`src/sv/tdvp_pkg.sv`:
```
// Shared types and constants for the trace record packer.
// Used by the front end, the job queue, the back end and the top level.
package tdvp_pkg;

	localparam int unsigned MAX_BATCH_DEF = 4096;
	localparam int unsigned QDEPTH = 4;
	localparam int unsigned HEADER_BYTES = 16;
	localparam int unsigned TOTAL_W = 17;
	localparam int unsigned RECS_W = 13;
	localparam logic [7:0] DROP_TAG = 8'hff;
	localparam logic KIND_PAYLOAD = 1'b0;
	localparam logic KIND_SUMMARY = 1'b1;

	typedef struct packed {
		logic        has_rec;
		logic        last;
		logic [63:0] zz_pc;
		logic [63:0] zz_ea;
	} job_t;

	typedef struct packed {
		logic [1:0]         pad;
		logic [RECS_W-1:0]  record_total;
		logic [TOTAL_W-1:0] total_bytes;
		logic [7:0]         code_byte;
	} res_t;

endpackage

```
`src/sv/tdvp_queue.sv`:
```
// Short job queue between the front end and the back end.
// Depends on tdvp_pkg.
module tdvp_queue import tdvp_pkg::*; (
	input  logic clk,
	input  logic arst_n,
	input  logic push,
	output logic push_ready,
	input  job_t wdata,
	output logic pop_valid,
	input  logic pop,
	output job_t rdata
);

	localparam int unsigned PW = $clog2(QDEPTH);

	job_t          buf_q [QDEPTH];
	logic [PW-1:0] wp_q, rp_q;
	logic [PW:0]   n_q;

	assign push_ready = (n_q != (PW+1)'(QDEPTH));
	assign pop_valid = (n_q != '0);
	assign rdata = buf_q[rp_q];

	always_ff @(posedge clk) begin
		if (push && push_ready) begin
			buf_q[wp_q] <= wdata;
		end
	end

	always_ff @(posedge clk or negedge arst_n) begin
		if (!arst_n) begin
			wp_q <= '0;
			rp_q <= '0;
			n_q <= '0;
		end else begin
			if (push && push_ready) begin
				wp_q <= wp_q + 1'b1;
			end
			if (pop && pop_valid) begin
				rp_q <= rp_q + 1'b1;
			end
			n_q <= n_q + (PW+1)'(push && push_ready) - (PW+1)'(pop && pop_valid);
		end
	end

endmodule

```
`config.mk`:
```
export PLATFORM = sky130hd
export DESIGN_NAME = tdvp_queue
export DESIGN_NICKNAME = d
export VERILOG_FILES = /design/src/sv/tdvp_pkg.sv /design/src/sv/tdvp_queue.sv
export SDC_FILE = /design/constraint.sdc
export NUM_CORES = 1
export LEC_CHECK = 0
export ABC_AREA = 1
export BUFFER_PORTS_ARGS = -buffer_cell sky130_fd_sc_hd__buf_2
export CAP_MARGIN = 20
export CELL_PAD_IN_SITES_DETAIL_PLACEMENT = 0
export CELL_PAD_IN_SITES_GLOBAL_PLACEMENT = 2
export CORE_UTILIZATION = 40
export DETAILED_ROUTE_END_ITERATION = 12
export HOLD_SLACK_MARGIN = 0.03
export PLACE_DENSITY_LB_ADDON = 0.1
export SLEW_MARGIN = 20
export SYNTH_ARGS = -nofsm -noshare
export SYNTH_HDL_FRONTEND = slang
export SYNTH_SLANG_ARGS = --single-unit
```
`constraint.sdc`:
```
create_clock -name clk -period 11.35 [get_ports clk]
set_input_delay 0 -clock clk [delete_from_list [all_inputs] [get_ports clk]]
set_output_delay 0 -clock clk [all_outputs]
set_load 0.01 [all_outputs]
```
# ---- Yosys cells after proc, flatten, opt, wreduce, memory -nomap -nowiden
# Memories as Yosys holds them, arrays and structs flattened.
# Index checks and enable logic that the tools add are counted.
dict set report op_classes {
  n_reduce_logical 3
  n_mux 2
  n_eq_ne 1
  addsub 4
}
# op count
set ops {}
lappend ops {{$add 2x1->2 const B} 2}
lappend ops {{$add 3x1->3} 1}
lappend ops {{$ne 3x3->1 const B} 1}
lappend ops {{$reduce_bool 3->1} 1}
lappend ops {{$sub 3x1->3} 1}
lappend ops {{$logic_and 1x1->1} 2}
lappend ops {{$mux 1} 2}
dict set report word_totals {
  memories 1
  mem_bits_rw 520
  reg_bits 7
  out_inout_bits 132
  in_bits 134
}
# name depth width read_ports rd_ports_with_merged_regs write_ports line
set mem_list {}
lappend mem_list {buf_q 4 130 1 0 1 tdvp_queue.sv:16} ;# job_t buf_q [QDEPTH];

# ---- Logic depth before layout (Yosys ltp)
dict set report depth {
  ltp_word 4
  ltp_mapped 12
  mapped_depth_nobuf 12
}

# ---- Least setup slack after synthesis
# OpenSTA, ideal clock, no wires.
dict set report synth_path {
  path_type {reg2reg}
  from {reg n_q[1]}
  to {mem buf_q[0][0] (netlist name) (enable)}
  path_slack_ps 4534
  path_stages_with_launch 5
  arrival_time_ps 6195
  setup_time_ps 621
  cell_sequence {dfrtp_1 -> nor2_1 -> nand2_1 -> nand2_1 -> nor2_1}
}
dict set report synth_between {
  elab_chain_len 4
}
# item line
set synth_lines {}
lappend synth_lines {{from (decl)} tdvp_queue.sv:18} ;# logic [PW:0] n_q;
lappend synth_lines {{from (signal assigned)} tdvp_queue.sv:42} ;# n_q <= n_q + (PW+1)'(push && push_ready) - (PW+1)'(pop && pop_valid);
lappend synth_lines {{$ne 3x3->1} tdvp_queue.sv:20} ;# assign push_ready = (n_q != (PW+1)'(QDEPTH));
lappend synth_lines {{net push_ready} tdvp_queue.sv:7} ;# output logic push_ready,
lappend synth_lines {{$logic_and 1x1->1} tdvp_queue.sv:25} ;# if (push && push_ready) begin
lappend synth_lines {{$mux 1} tdvp_queue.sv:25}
lappend synth_lines {{$mux 1 (not written as such)} tdvp_queue.sv:26} ;# buf_q[wp_q] <= wdata;
lappend synth_lines {{to (decl)} tdvp_queue.sv:16}
# The timed path passes the listed nets, and every way through them passes these cells.

# ---- Worst setup path after layout
dict set report layout_path {
  from {reg n_q[1]}
  to {mem buf_q[3][42] (netlist name) (enable)}
}
dict set report layout_between {
  elab_chain_len 4
}
# item line
set layout_lines {}
lappend layout_lines {{$ne 3x3->1} tdvp_queue.sv:20}
lappend layout_lines {{$logic_and 1x1->1} tdvp_queue.sv:25}
lappend layout_lines {{$mux 1} tdvp_queue.sv:25}
lappend layout_lines {{$mux 1 (not written as such)} tdvp_queue.sv:26}
# Every way passes these cells.

==> results.json <==
{
  "routed_wl_mm": 46.5,
  "hold_class": "in -> reg",
  "drc": 0,
  "crit_buf_inv": 2,
  "std_cell_rows": 83,
  "dieWidth_um": 230,
  "initial_core_util_pct": 40.4,
  "post_cts_buffers": 0,
  "path_max_fanout": 64,
  "setup_ws_ns": 7.57,
  "max_stage_delay_ns": 0.94,
  "first_pass_iters": 6,
  "cts_num_sinks": 527,
  "dp_slack_ns": 7.46,
  "ant_nets": 0,
  "hpwl_mm": 25.1,
  "cp.arrival_ns": 3.99,
  "finalSetupViolations": 0,
  "min_period_ns": 3.78,
  "portBuffers": 265,
  "syn-cell-area_um2": 20700,
  "critPathCaptureType": "flop",
  "ys_seq_area_share_pct": 76.2,
  "pwr-share-clk_pct": 25.8,
  "htreeDepth": 2,
  "final_cell_area_um2": 25700,
  "gp_congestion": 0.722,
  "fmax_mhz": 264,
  "hold_buffers": 134,
  "grt_overflow_total": 0,
  "max_cap_violations": 0,
  "slowest_stage": "buf_4",
  "rsz0062_at_grt": "false",
  "dieHeight_um": 230,
  "mostFrequentLayoutCell": "edfxtp_1",
  "avgViaCountPerCell": 4.60,
  "report.final.slew_viol_count": 0,
  "placed_area_um2": 22600,
  "maxSlewHeadroom_pct": 26.7,
  "switching_share_pct": 35.5,
  "path_cells": "nor2_1, nand2_1, nand2_1, nor2_4, buf_4, buf_4",
  "antenna_found_initial": 2,
  "crit_required_ns": 11.56,
  "cts_buffer_depth": 3,
  "grt_pass1_vias": 12600,
  "peakVddDrop_mv": 0.215,
  "synth-seq-cells": 527,
  "rrSetupSlack_ns": 7.57,
  "most-common-layout-cells": "edfxtp_1, nand2_1, buf_2",
  "syn_inst": 1704,
  "power.total_mw": 6.53,
  "grt_pass1_wl_mm": 71.4,
  "finalNetCount": 2231,
  "post_cts_resized": 0,
  "track_usage_pct": 17.7,
  "skew_ns": 0.0153,
  "dieArea_um2": 52700,
  "layout-drive-gt1-share_pct": 16.6,
  "ys_warn_count": 0,
  "tritoncts": "built",
  "start_kind": "flop",
  "internal-power_mw": 4.21,
  "drt_iter0_markers": 627,
  "p_leak_nw": 10.2,
  "tns_ns": 0,
  "worst_pin_slew_ns": 1.10,
  "synth.distinct_cells": 15,
  "vias": 12900,
  "routedWlPerCell_um": 16.5,
  "final_core_util_pct": 50.0,
  "hold_violations": 0,
  "power_frac_comb_pct": 33.4,
  "numCtsBuffers": 57,
  "outcome": "complete, no violations",
  "p_seq_share_pct": 40.7,
  "power.switching_mw": 2.32,
  "clockRootBuffer": "clkbuf_16",
  "synth_nets": 1845,
  "io_pins": 266,
  "syn_area_per_cell_um2": 12.2,
  "path_clk_slew_ns": 0.05,
  "grt_max_degree": 235,
  "clk_latency_ns": 0.59,
  "setup.worst_path.class": "reg -> reg",
  "crit_family": "buffers and inverters",
  "core-area_um2": 51300,
  "power_density_nw_per_um2": 254,
  "fin_crit_sh_pct": 33.3,
  "area_growth_pct": 23.8
}
[synthesized netlist by cell type]
master      n  area, µm²
buf_1      16       60.1
buf_2      30        150
nand2_1   409       1540
o21ai_1    71        355
inv_2       2       7.51
ha_1        6       75.1
inv_1     144        541
nand3_1     5       25.0
nor2_1    265        995
o21ai_0   189        946
dfrtp_1     7        175
fa_1        1       20.0
edfxtp_1  520      15600
clkbuf_1   28        105
buf_6      11        124
[final cells by class]
class	count	area [µm²]
multi-input combinational	946	3980
inverter	146	561
tap	680	851
fill	4586	25600
timing repair buffer	412	2800
clock buffer	73	1490
sequential	527	15800
clock inverter	26	189
antenna	1	2.50
[logic make-up after synthesis]
kind of cell / count (synthesis) / share of synthesized area [%]
AND/OR/NAND/NOR: 679 / 12.3
flip-flops: 527 / 76.2
AO/OA/AOI/OAI: 260 / 6.28
buffers and inverters: 231 / 4.76
adder cells (fa/ha/maj): 7 / 0.459
[sequential cells by signal, indices dropped and copies added (netlist names)]
signal	count
rp_q	2
wp_q	2
n_q	3
buf_q	520
[power by group through the flow]
stage / clock (mW) / combinational, mW / sequential, mW
final: 1.69 / 2.18 / 2.66
after global routing: 1.81 / 2.47 / 2.70
after CTS: 1.74 / 2.25 / 2.66
after detailed placement: 0 / 2.20 / 2.70
after global placement: 0 / 2.19 / 2.70
after floorplan: 0 / 1.39 / 2.74
[routing by layer]
layer	track usage (%)	vias to the layer above	routed length, µm	share of wire (%)
met1	22.1	6128	20000	43
met5	0	-	13	0.028
met3	3.95	66	2370	5.1
met4	4.96	2	894	1.9
met2	30.7	210	23200	50
li1	-	6514	-	-
[through the flow]
step                std cells  hold slack (ns)
detailed placement       2577           -0.155
global route             2810            0.140
CTS                      2810            0.116
global placement         2577           -0.156
floorplan                1704           -0.296
finish                   2811            0.164
[worst register-to-register path: cells and delay by family (launching register included)]
family                 cells  cell delay (ns)
buffers and inverters      2             1.69
flip-flops                 1             0.41
AND/OR/NAND/NOR            4             1.28
[path summary, 6_finish.rpt]
kind,cells after the start,start,to
setup / recovery,6,n_q[1]$_DFF_PN0_,buf_q[3][42]$_DFFE_PP_
min in group asynchronous,3,arst_n,rp_q[0]$_DFFE_PN0P_
hold reg to reg,1,n_q[0]$_DFF_PN0_,n_q[0]$_DFF_PN0_
setup reg to reg,6,n_q[1]$_DFF_PN0_,buf_q[3][42]$_DFFE_PP_
max in group asynchronous,3,arst_n,rp_q[0]$_DFFE_PN0P_
hold / removal,2,wdata[122],buf_q[1][122]$_DFFE_PP_
(Power assumes the default switching activity.)
