$ cat src/sv/tdvp_pkg.sv
// Shared types and constants for the trace record packer.
// Used by the front end, the job queue, the back end and the top level.
package tdvp_pkg;

	localparam int unsigned MAX_BATCH_DEF = 4096;
	localparam int unsigned QDEPTH = 4;
	localparam int unsigned HEADER_BYTES = 16;
	localparam int unsigned TOTAL_W = 17;
	localparam int unsigned RECS_W = 13;
	localparam logic [7:0] DROP_TAG = 8'hff;
	localparam logic KIND_PAYLOAD = 1'b0;
	localparam logic KIND_SUMMARY = 1'b1;

	typedef struct packed {
		logic        has_rec;
		logic        last;
		logic [63:0] zz_pc;
		logic [63:0] zz_ea;
	} job_t;

	typedef struct packed {
		logic [1:0]         pad;
		logic [RECS_W-1:0]  record_total;
		logic [TOTAL_W-1:0] total_bytes;
		logic [7:0]         code_byte;
	} res_t;

endpackage

$ cat src/sv/tdvp_back.sv
// Back end: serializes varint bytes and batch summaries into an output register.
// Depends on tdvp_pkg.
module tdvp_back import tdvp_pkg::*; #(
	parameter int unsigned MAX_BATCH = MAX_BATCH_DEF
) (
	input  logic clk,
	input  logic arst_n,
	input  logic job_valid,
	output logic job_pop,
	input  job_t job,
	output logic out_valid,
	input  logic out_ready,
	output logic out_kind,
	output logic out_last,
	output res_t out_res
);

	localparam int unsigned BW = $clog2(MAX_BATCH * 20 + HEADER_BYTES + 1);
	localparam int unsigned CW = $clog2(MAX_BATCH + 1);

	typedef enum logic [1:0] {IDLE, EMIT, SUMM} state_t;

	state_t        state_q;
	logic [63:0]   x_q, y_q;
	logic          phase_q, last_q;
	logic [BW-1:0] pb_q;
	logic [CW-1:0] rec_q;
	logic          ov_q;
	logic          free, cont, fire;
	logic [BW-1:0] total;

	assign free = !ov_q || out_ready;
	assign fire = free && (state_q == EMIT || state_q == SUMM);
	assign cont = |x_q[63:7];
	assign job_pop = (state_q == IDLE) && job_valid;
	assign out_valid = ov_q;
	assign total = pb_q + BW'(HEADER_BYTES);

	always_ff @(posedge clk or negedge arst_n) begin
		if (!arst_n) begin
			state_q <= IDLE;
			phase_q <= 1'b0;
			last_q <= 1'b0;
			pb_q <= '0;
			rec_q <= '0;
			ov_q <= 1'b0;
			out_kind <= KIND_PAYLOAD;
			out_last <= 1'b0;
			out_res <= '0;
			x_q <= '0;
			y_q <= '0;
		end else begin
			if (fire) begin
				ov_q <= 1'b1;
			end else if (out_ready) begin
				ov_q <= 1'b0;
			end
			unique case (state_q)
				IDLE: begin
					if (job_valid) begin
						x_q <= job.zz_pc;
						y_q <= job.zz_ea;
						phase_q <= 1'b0;
						last_q <= job.last;
						state_q <= job.has_rec ? EMIT : SUMM;
					end
				end
				EMIT: begin
					if (free) begin
						out_kind <= KIND_PAYLOAD;
						out_res <= '{pad: 2'b00, record_total: '0, total_bytes: '0,
							code_byte: {cont, x_q[6:0]}};
						out_last <= !cont && phase_q && !last_q;
						pb_q <= pb_q + 1'b1;
						if (cont) begin
							x_q <= x_q >> 7;
						end else if (!phase_q) begin
							x_q <= y_q;
							phase_q <= 1'b1;
						end else begin
							rec_q <= rec_q + 1'b1;
							state_q <= last_q ? SUMM : IDLE;
						end
					end
				end
				SUMM: begin
					if (free) begin
						out_kind <= KIND_SUMMARY;
						out_res <= '{pad: 2'b00, record_total: RECS_W'(rec_q),
							total_bytes: total[TOTAL_W-1:0], code_byte: 8'd0};
						out_last <= 1'b1;
						pb_q <= '0;
						rec_q <= '0;
						state_q <= IDLE;
					end
				end
				default: state_q <= IDLE;
			endcase
		end
	end

endmodule

$ cat config.mk
export PLATFORM = sky130hd
export DESIGN_NAME = tdvp_back
export DESIGN_NICKNAME = d
export VERILOG_FILES = /design/src/sv/tdvp_pkg.sv /design/src/sv/tdvp_back.sv
export SDC_FILE = /design/constraint.sdc
export NUM_CORES = 1
export LEC_CHECK = 0
export BUFFER_PORTS_ARGS = -buffer_cell sky130_fd_sc_hd__buf_2
export CAP_MARGIN = 20
export CORE_ASPECT_RATIO = 0.9
export CORE_MARGIN = 5
export CORE_UTILIZATION = 24
export CTS_BUF_LIST = sky130_fd_sc_hd__clkbuf_16
export CTS_CLUSTER_DIAMETER = 120
export CTS_CLUSTER_SIZE = 12
export DETAILED_ROUTE_END_ITERATION = 10
export PLACE_DENSITY = 0.52
export SLEW_MARGIN = 10
export SYNTH_ARGS = -nofsm -noshare
export SYNTH_HDL_FRONTEND = slang
export SYNTH_SLANG_ARGS = --single-unit
$ cat constraint.sdc
create_clock -name clk -period 4.57 [get_ports clk]
set_clock_uncertainty 0.05 [all_clocks]
set_input_delay 0.2285 -clock clk [delete_from_list [all_inputs] [get_ports clk]]
set_output_delay 0.2285 -clock clk [all_outputs]
set_load 0.03 [all_outputs]
After elaboration in Yosys (flattened, before gate mapping)
Cells that the tools add are included.
{"block": "word_totals", "reg_bits": 205, "latchBits": 0, "mem_bits_rw": 0, "romBits": 0, "inputBits": 134, "output_inout_bits": 44, "elab_cells": 80, "memories": 0}
{"block": "op_classes", "addsub": 3, "n_mul": 0, "n_div": 0, "order_cmp": 0, "n_eq_ne": 8, "shifts": 0, "n_mux": 35, "n_bitwise": 0, "reduce_logical": 20}
{"operator": "64-bit two-way mux", "n": 4}
{"operator": "64-bit one-hot mux with 2 select lines", "n": 1}
{"operator": "40-bit two-way mux", "n": 2}
{"operator": "40-bit one-hot mux with 2 select lines", "n": 1}
{"operator": "57-bit OR reduction", "n": 1}
{"operator": "13-bit two-way mux", "n": 4}
{"operator": "17-bit two-way mux", "n": 2}
{"operator": "17-bit one-hot mux with 2 select lines", "n": 1}
{"operator": "13-bit one-hot mux with 2 select lines", "n": 1}
{"operator": "17-bit by 1-bit adder with 17-bit output (second input constant)", "n": 1}
{"operator": "17-bit by 5-bit adder with 17-bit output (second input constant)", "n": 1}
{"operator": "2-bit two-way mux", "n": 7}
{"operator": "13-bit by 1-bit adder with 13-bit output (second input constant)", "n": 1}
{"operator": "2-bit != test (second input constant)", "n": 5}
{"operator": "5-bit AND reduction", "n": 2}
{"operator": "1-bit two-way mux", "n": 8}
{"operator": "4-bit AND reduction", "n": 2}
{"operator": "1-bit one-hot mux with 2 select lines", "n": 3}
{"operator": "2-bit one-hot mux with 3 select lines", "n": 1}
{"operator": "2-bit nonzero test", "n": 3}
{"operator": "1-bit logical AND", "n": 4}
{"operator": "1-bit logical NOT", "n": 3}
{"operator": "3-bit != test (second input constant)", "n": 1}
{"operator": "3-bit AND reduction", "n": 1}
{"operator": "5 further kinds", "n": 6}

Logic depth before layout (Yosys ltp)
{"block": "logic_depth", "ltp_word": 6, "ltp_mapped": 10, "ltp_nobuf": 7}

Least setup slack after synthesis
OpenSTA, ideal clock, no wires.
{"block": "synth_path", "path_type": "register to register", "startpoint": "reg state_q[0]", "endpoint": "reg y_q[56]", "setup_time_ns": 0.125, "arrival_ns": 2.205, "required_time_ns": 4.395, "path_slack_ns": 2.191, "path_stages_with_launch": 8, "n_path_buf": 3, "period_less_slack_ns": 2.379, "cell_sequence": "dfrtp_1 inv_1 ha_1 and2_1 clkbuf_1 clkbuf_1 clkbuf_1 mux2_2"}
{"block": "synth_between", "elab_chain_cells": 2}
{"element": "start, declared", "line": "tdvp_back.sv:23", "rtl": "state_t state_q;"}
{"element": "start signal, assigned", "line": "tdvp_back.sv:65", "rtl": "state_q <= job.has_rec ? EMIT : SUMM;"}
{"element": "start signal, assigned", "line": "tdvp_back.sv:82", "rtl": "state_q <= last_q ? SUMM : IDLE;"}
{"element": "2-bit logical NOT", "line": "tdvp_back.sv:58", "rtl": "unique case (state_q)"}
{"element": "2-bit AND reduction (no line)"}
{"element": "end signal, assigned", "line": "tdvp_back.sv:62", "rtl": "y_q <= job.zz_ea;"}
{"element": "end, declared", "line": "tdvp_back.sv:24", "rtl": "logic [63:0] x_q, y_q;"}
Every way passes these cells.
A chain may end at the register's enable or synchronous reset.

Worst setup path after layout
{"block": "layout_path", "startpoint": "reg x_q[8]", "endpoint": "reg x_q[41]"}
{"block": "layout_between", "elab_chain_cells": 4, "elab_cells_between_ends": 6, "cone_classes": "eq/ne: 1; mux: 3; reduce/logical: 2"}
{"element": "start, declared", "line": "tdvp_back.sv:24"}
{"element": "start signal, assigned", "line": "tdvp_back.sv:61", "rtl": "x_q <= job.zz_pc;"}
{"element": "start signal, assigned", "line": "tdvp_back.sv:76", "rtl": "x_q <= x_q >> 7;"}
{"element": "start signal, assigned", "line": "tdvp_back.sv:78", "rtl": "x_q <= y_q;"}
{"element": "57-bit OR reduction (*)", "line": "tdvp_back.sv:34", "rtl": "assign cont = |x_q[63:7];"}
{"element": "64-bit two-way mux", "line": "tdvp_back.sv:75", "rtl": "if (cont) begin"}
{"element": "64-bit two-way mux", "line": "tdvp_back.sv:69", "rtl": "if (free) begin"}
{"element": "64-bit one-hot mux with 2 select lines", "line": "tdvp_back.sv:58"}
Every way passes the cells marked *; elsewhere a longest branch is shown, timed or not. The select of a mux whose other input is x is not followed.

==> impl_metrics.yaml <==
status:
  status: "completed"
worst_setup_path:
  startpoint: "x_q[8]$_DFFE_PN0P_"
  cp.arrival_ns: 3.75
  crit_path_end_kind: "register"
  max_stage_delay_ns: 0.64
  ff2ff_path_depth: 7
  cpMaxStageDelayCell: "o21ai_4"
  start_kind: "register"
  crit_path_max_fanout: 45
  worstPathRequired_ns: 4.93
  cp.depth: 7
  crit_family: "simple AND/OR/NAND/NOR gates"
  r2r-start: "x_q[8]$_DFFE_PN0P_"
  cp_cell_sequence: "nor4_1 > nand4_1 > or4_1 > buf_4 > o21ai_4 > buf_4 > o2bb2ai_1"
  critPathBufInv: 2
  critPathKind: "register to register"
  cp_common_cell: "buf_4"
floorplan:
  design.core.area_sq_um: 39540
  rows: 69
  die_w_microns: 221.0
  die_area_sq_um: 44170
  start_util: 0.2431
  die_h_microns: 199.9
  ios: 178
min_path:
  hold_depth: 3
  min-delay-path-class: "input pin to register"
  min_from: "job[89]"
sta:
  finalCritPeriodShare: 0.7423
  fin_crit_ns: 3.392
  hold_viol_final: 0
  tightest_slew_ns: 0.9700
  tns_ns: 0
  rsz0062_at_grt: "false"
  slew-limit-headroom: 0.3533
  max_freq_mhz: 294.8
  finalMaxSlewViolations: 0
  setup-violations-final: 0
  setup_ws_ns: 1.178
power:
  power_mw: 7.627
  power.density_nw_per_um2: 622.9
  p_leak_nw: 5.213
  ir_worst_vdd_uv: 267.3
clock_network:
  cts_tree: "done"
  clockBufferDepth: 3
  cts_root_buf: "clkbuf_16"
  cts_buffers: 20
  worstSkewPairLatency_ns: 0.51
  htree_levels: 1
  clk_pin_slew_ns: 0.07
  cts_num_sinks: 203
  post_cts_buffers: 0
yosys:
  ys_seq_area_frac: 0.5284
  synth.distinct_cells: 50
  synth-edff-count: 0
  syn_area_sq_um: 9614
  async_reset_ff_frac: 1.000
  syn_area_per_cell_sq_um: 10.91
  ys.flop_type: "dfrtp_1"
  synth_warnings: 0
  ys_ff_latch: 203
  syn-instance-count: 881
finish:
  final_cell_mix: "dfrtp_1 (203), buf_2 (174), nand2_1 (82)"
  nets: 1232
  syn_to_final_growth_pct: 27.36
  final_common_cell: "dfrtp_1"
  diodes: 0
  nFillCells: 4144
  drive_above_1_share: 0.3013
detailed_routing:
  vias: 7837
  wirelength_microns: 30840
  vias_per_cell: 4.826
  drc: 0
  antenna_left: 0
  dr.pass1.iters: 5
  wl_per_cell_microns: 18.99
  first_iter_violations: 567
grt:
  antenna_found_initial: 1
  gr-usage-all-layers: 0.1365
  grt_pass1_wl_microns: 48090
  grt_max_degree: 125
  first_global_vias: 8021
  grt_overflow_total: 0
placed_design:
  io_buffers: 175
  post-place-ws_ns: 1.198
  place_congestion: 0.7868
  hpwl_microns: 21220
job:
  cap_violations: 0
[metrics by stage]
stage	instance area, sq um	cells	utilization	hold WS (ns)
after floorplan	9618	882	-	-0.1171
after global placement	11020	1534	0.2786	0.3974
after detailed placement	11020	1534	0.2786	0.4029
after CTS	12220	1623	0.3090	0.01527
after global routing	12240	1624	0.3097	0.04542
final	12240	1624	0.3097	0.02619
[cell families after synthesis]
logic type | synth area share
XOR/XNOR | 0.01549
adder cells (fa/ha/maj) | 0.007808
buffers and inverters | 0.03514
multiplexers | 0.08863
other | 0.0003900
AND/OR/NAND/NOR | 0.1257
AO/OA/AOI/OAI | 0.1985
flip-flops | 0.5284
[tightest hold or removal path, cell delays in order]
cell,delay [ns]
buf_2,0.09
o221ai_1,0.10
o2bb2ai_1,0.13
[cell usage after synthesis (3+ instances only)]
| master | n | share of area |
|---|---|---|
| or3_1 | 9 | 0.0059 |
| o21ai_0 | 34 | 0.018 |
| nand4_1 | 5 | 0.0033 |
| buf_2 | 6 | 0.0031 |
| o2bb2ai_1 | 45 | 0.041 |
| o211ai_1 | 31 | 0.024 |
| xor2_1 | 4 | 0.0036 |
| nor4_1 | 15 | 0.0098 |
| buf_6 | 4 | 0.0047 |
| xnor2_1 | 13 | 0.012 |
| a211o_1 | 22 | 0.020 |
| nand3_1 | 15 | 0.0078 |
| clkbuf_1 | 51 | 0.020 |
| a22o_1 | 14 | 0.013 |
| buf_1 | 7 | 0.0027 |
| and3_1 | 3 | 0.0020 |
| or2_2 | 35 | 0.023 |
| nand2b_1 | 3 | 0.0020 |
| a21oi_1 | 11 | 0.0057 |
| nand2_1 | 82 | 0.032 |
| nor3_1 | 8 | 0.0042 |
| o41ai_1 | 4 | 0.0036 |
| or4_1 | 3 | 0.0023 |
| mux2i_1 | 3 | 0.0031 |
| o31ai_1 | 3 | 0.0023 |
| a211oi_1 | 36 | 0.028 |
| and2_1 | 3 | 0.0020 |
| dfrtp_1 | 203 | 0.53 |
| inv_1 | 8 | 0.0031 |
| mux2_2 | 73 | 0.086 |
| nor2_1 | 71 | 0.028 |
| a32o_1 | 21 | 0.022 |
| ha_1 | 6 | 0.0078 |
| o221ai_1 | 5 | 0.0046 |
| a221o_1 | 5 | 0.0052 |
[routing by layer]
layer,GRT usage,part of all wire,vias up
met2,0.2143,0.44,224
met3,0.02120,0.049,42
met5,0,0.00042,-
li1,-,-,3680
met1,0.1979,0.48,3889
met4,0.03721,0.024,2
[state kept, by name, summed over array words and instances (netlist names)]
register	cells
state_q	2
last_q	1
rec_q	13
out_valid	1
pb_q	17
out_kind	1
x_q	64
out_res	38
phase_q	1
out_last	1
y_q	64
[path summary, 6_finish.rpt]
kind / to / slack (ns)
worst max-delay path: x_q[41]$_DFFE_PN0P_ / 1.18
worst min-delay path: x_q[25]$_DFFE_PN0P_ / 0.03
worst max register to register: x_q[41]$_DFFE_PN0P_ / 1.18
worst min register to register: out_res[37]$_DFFE_PN0P_ / 0.41
max in group asynchronous: out_res[30]$_DFFE_PN0P_ / 3.12
min in group asynchronous: y_q[49]$_DFFE_PN0P_ / 0.15
[area by class of cell]
cell class	instances	area (sq um)	share of cell area
Tap cell	532	665.6	0.05436
Timing Repair Buffer	258	1708	0.1395
Clock inverter	1	3.754	0.0003066
Sequential cell	203	5080	0.4149
Multi-Input combinational cell	601	4232	0.3456
Inverter	8	30.03	0.002452
Clock buffer	21	525.5	0.04292
[where the power goes]
group	switching, mW	internal, mW	leakage, nW	total (mW)
combinational	1.73	1.27	2.42	3.00
sequential	0.587	2.53	2.53	3.12
clock	0.695	0.808	0.264	1.50
[what timing repair did]
item                      in CTS  in global routing
gates resized for setup        0                  0
hold buffers                  67                  0
hold endpoints to repair     189                  0
Power figures use the tool's default switching activity.
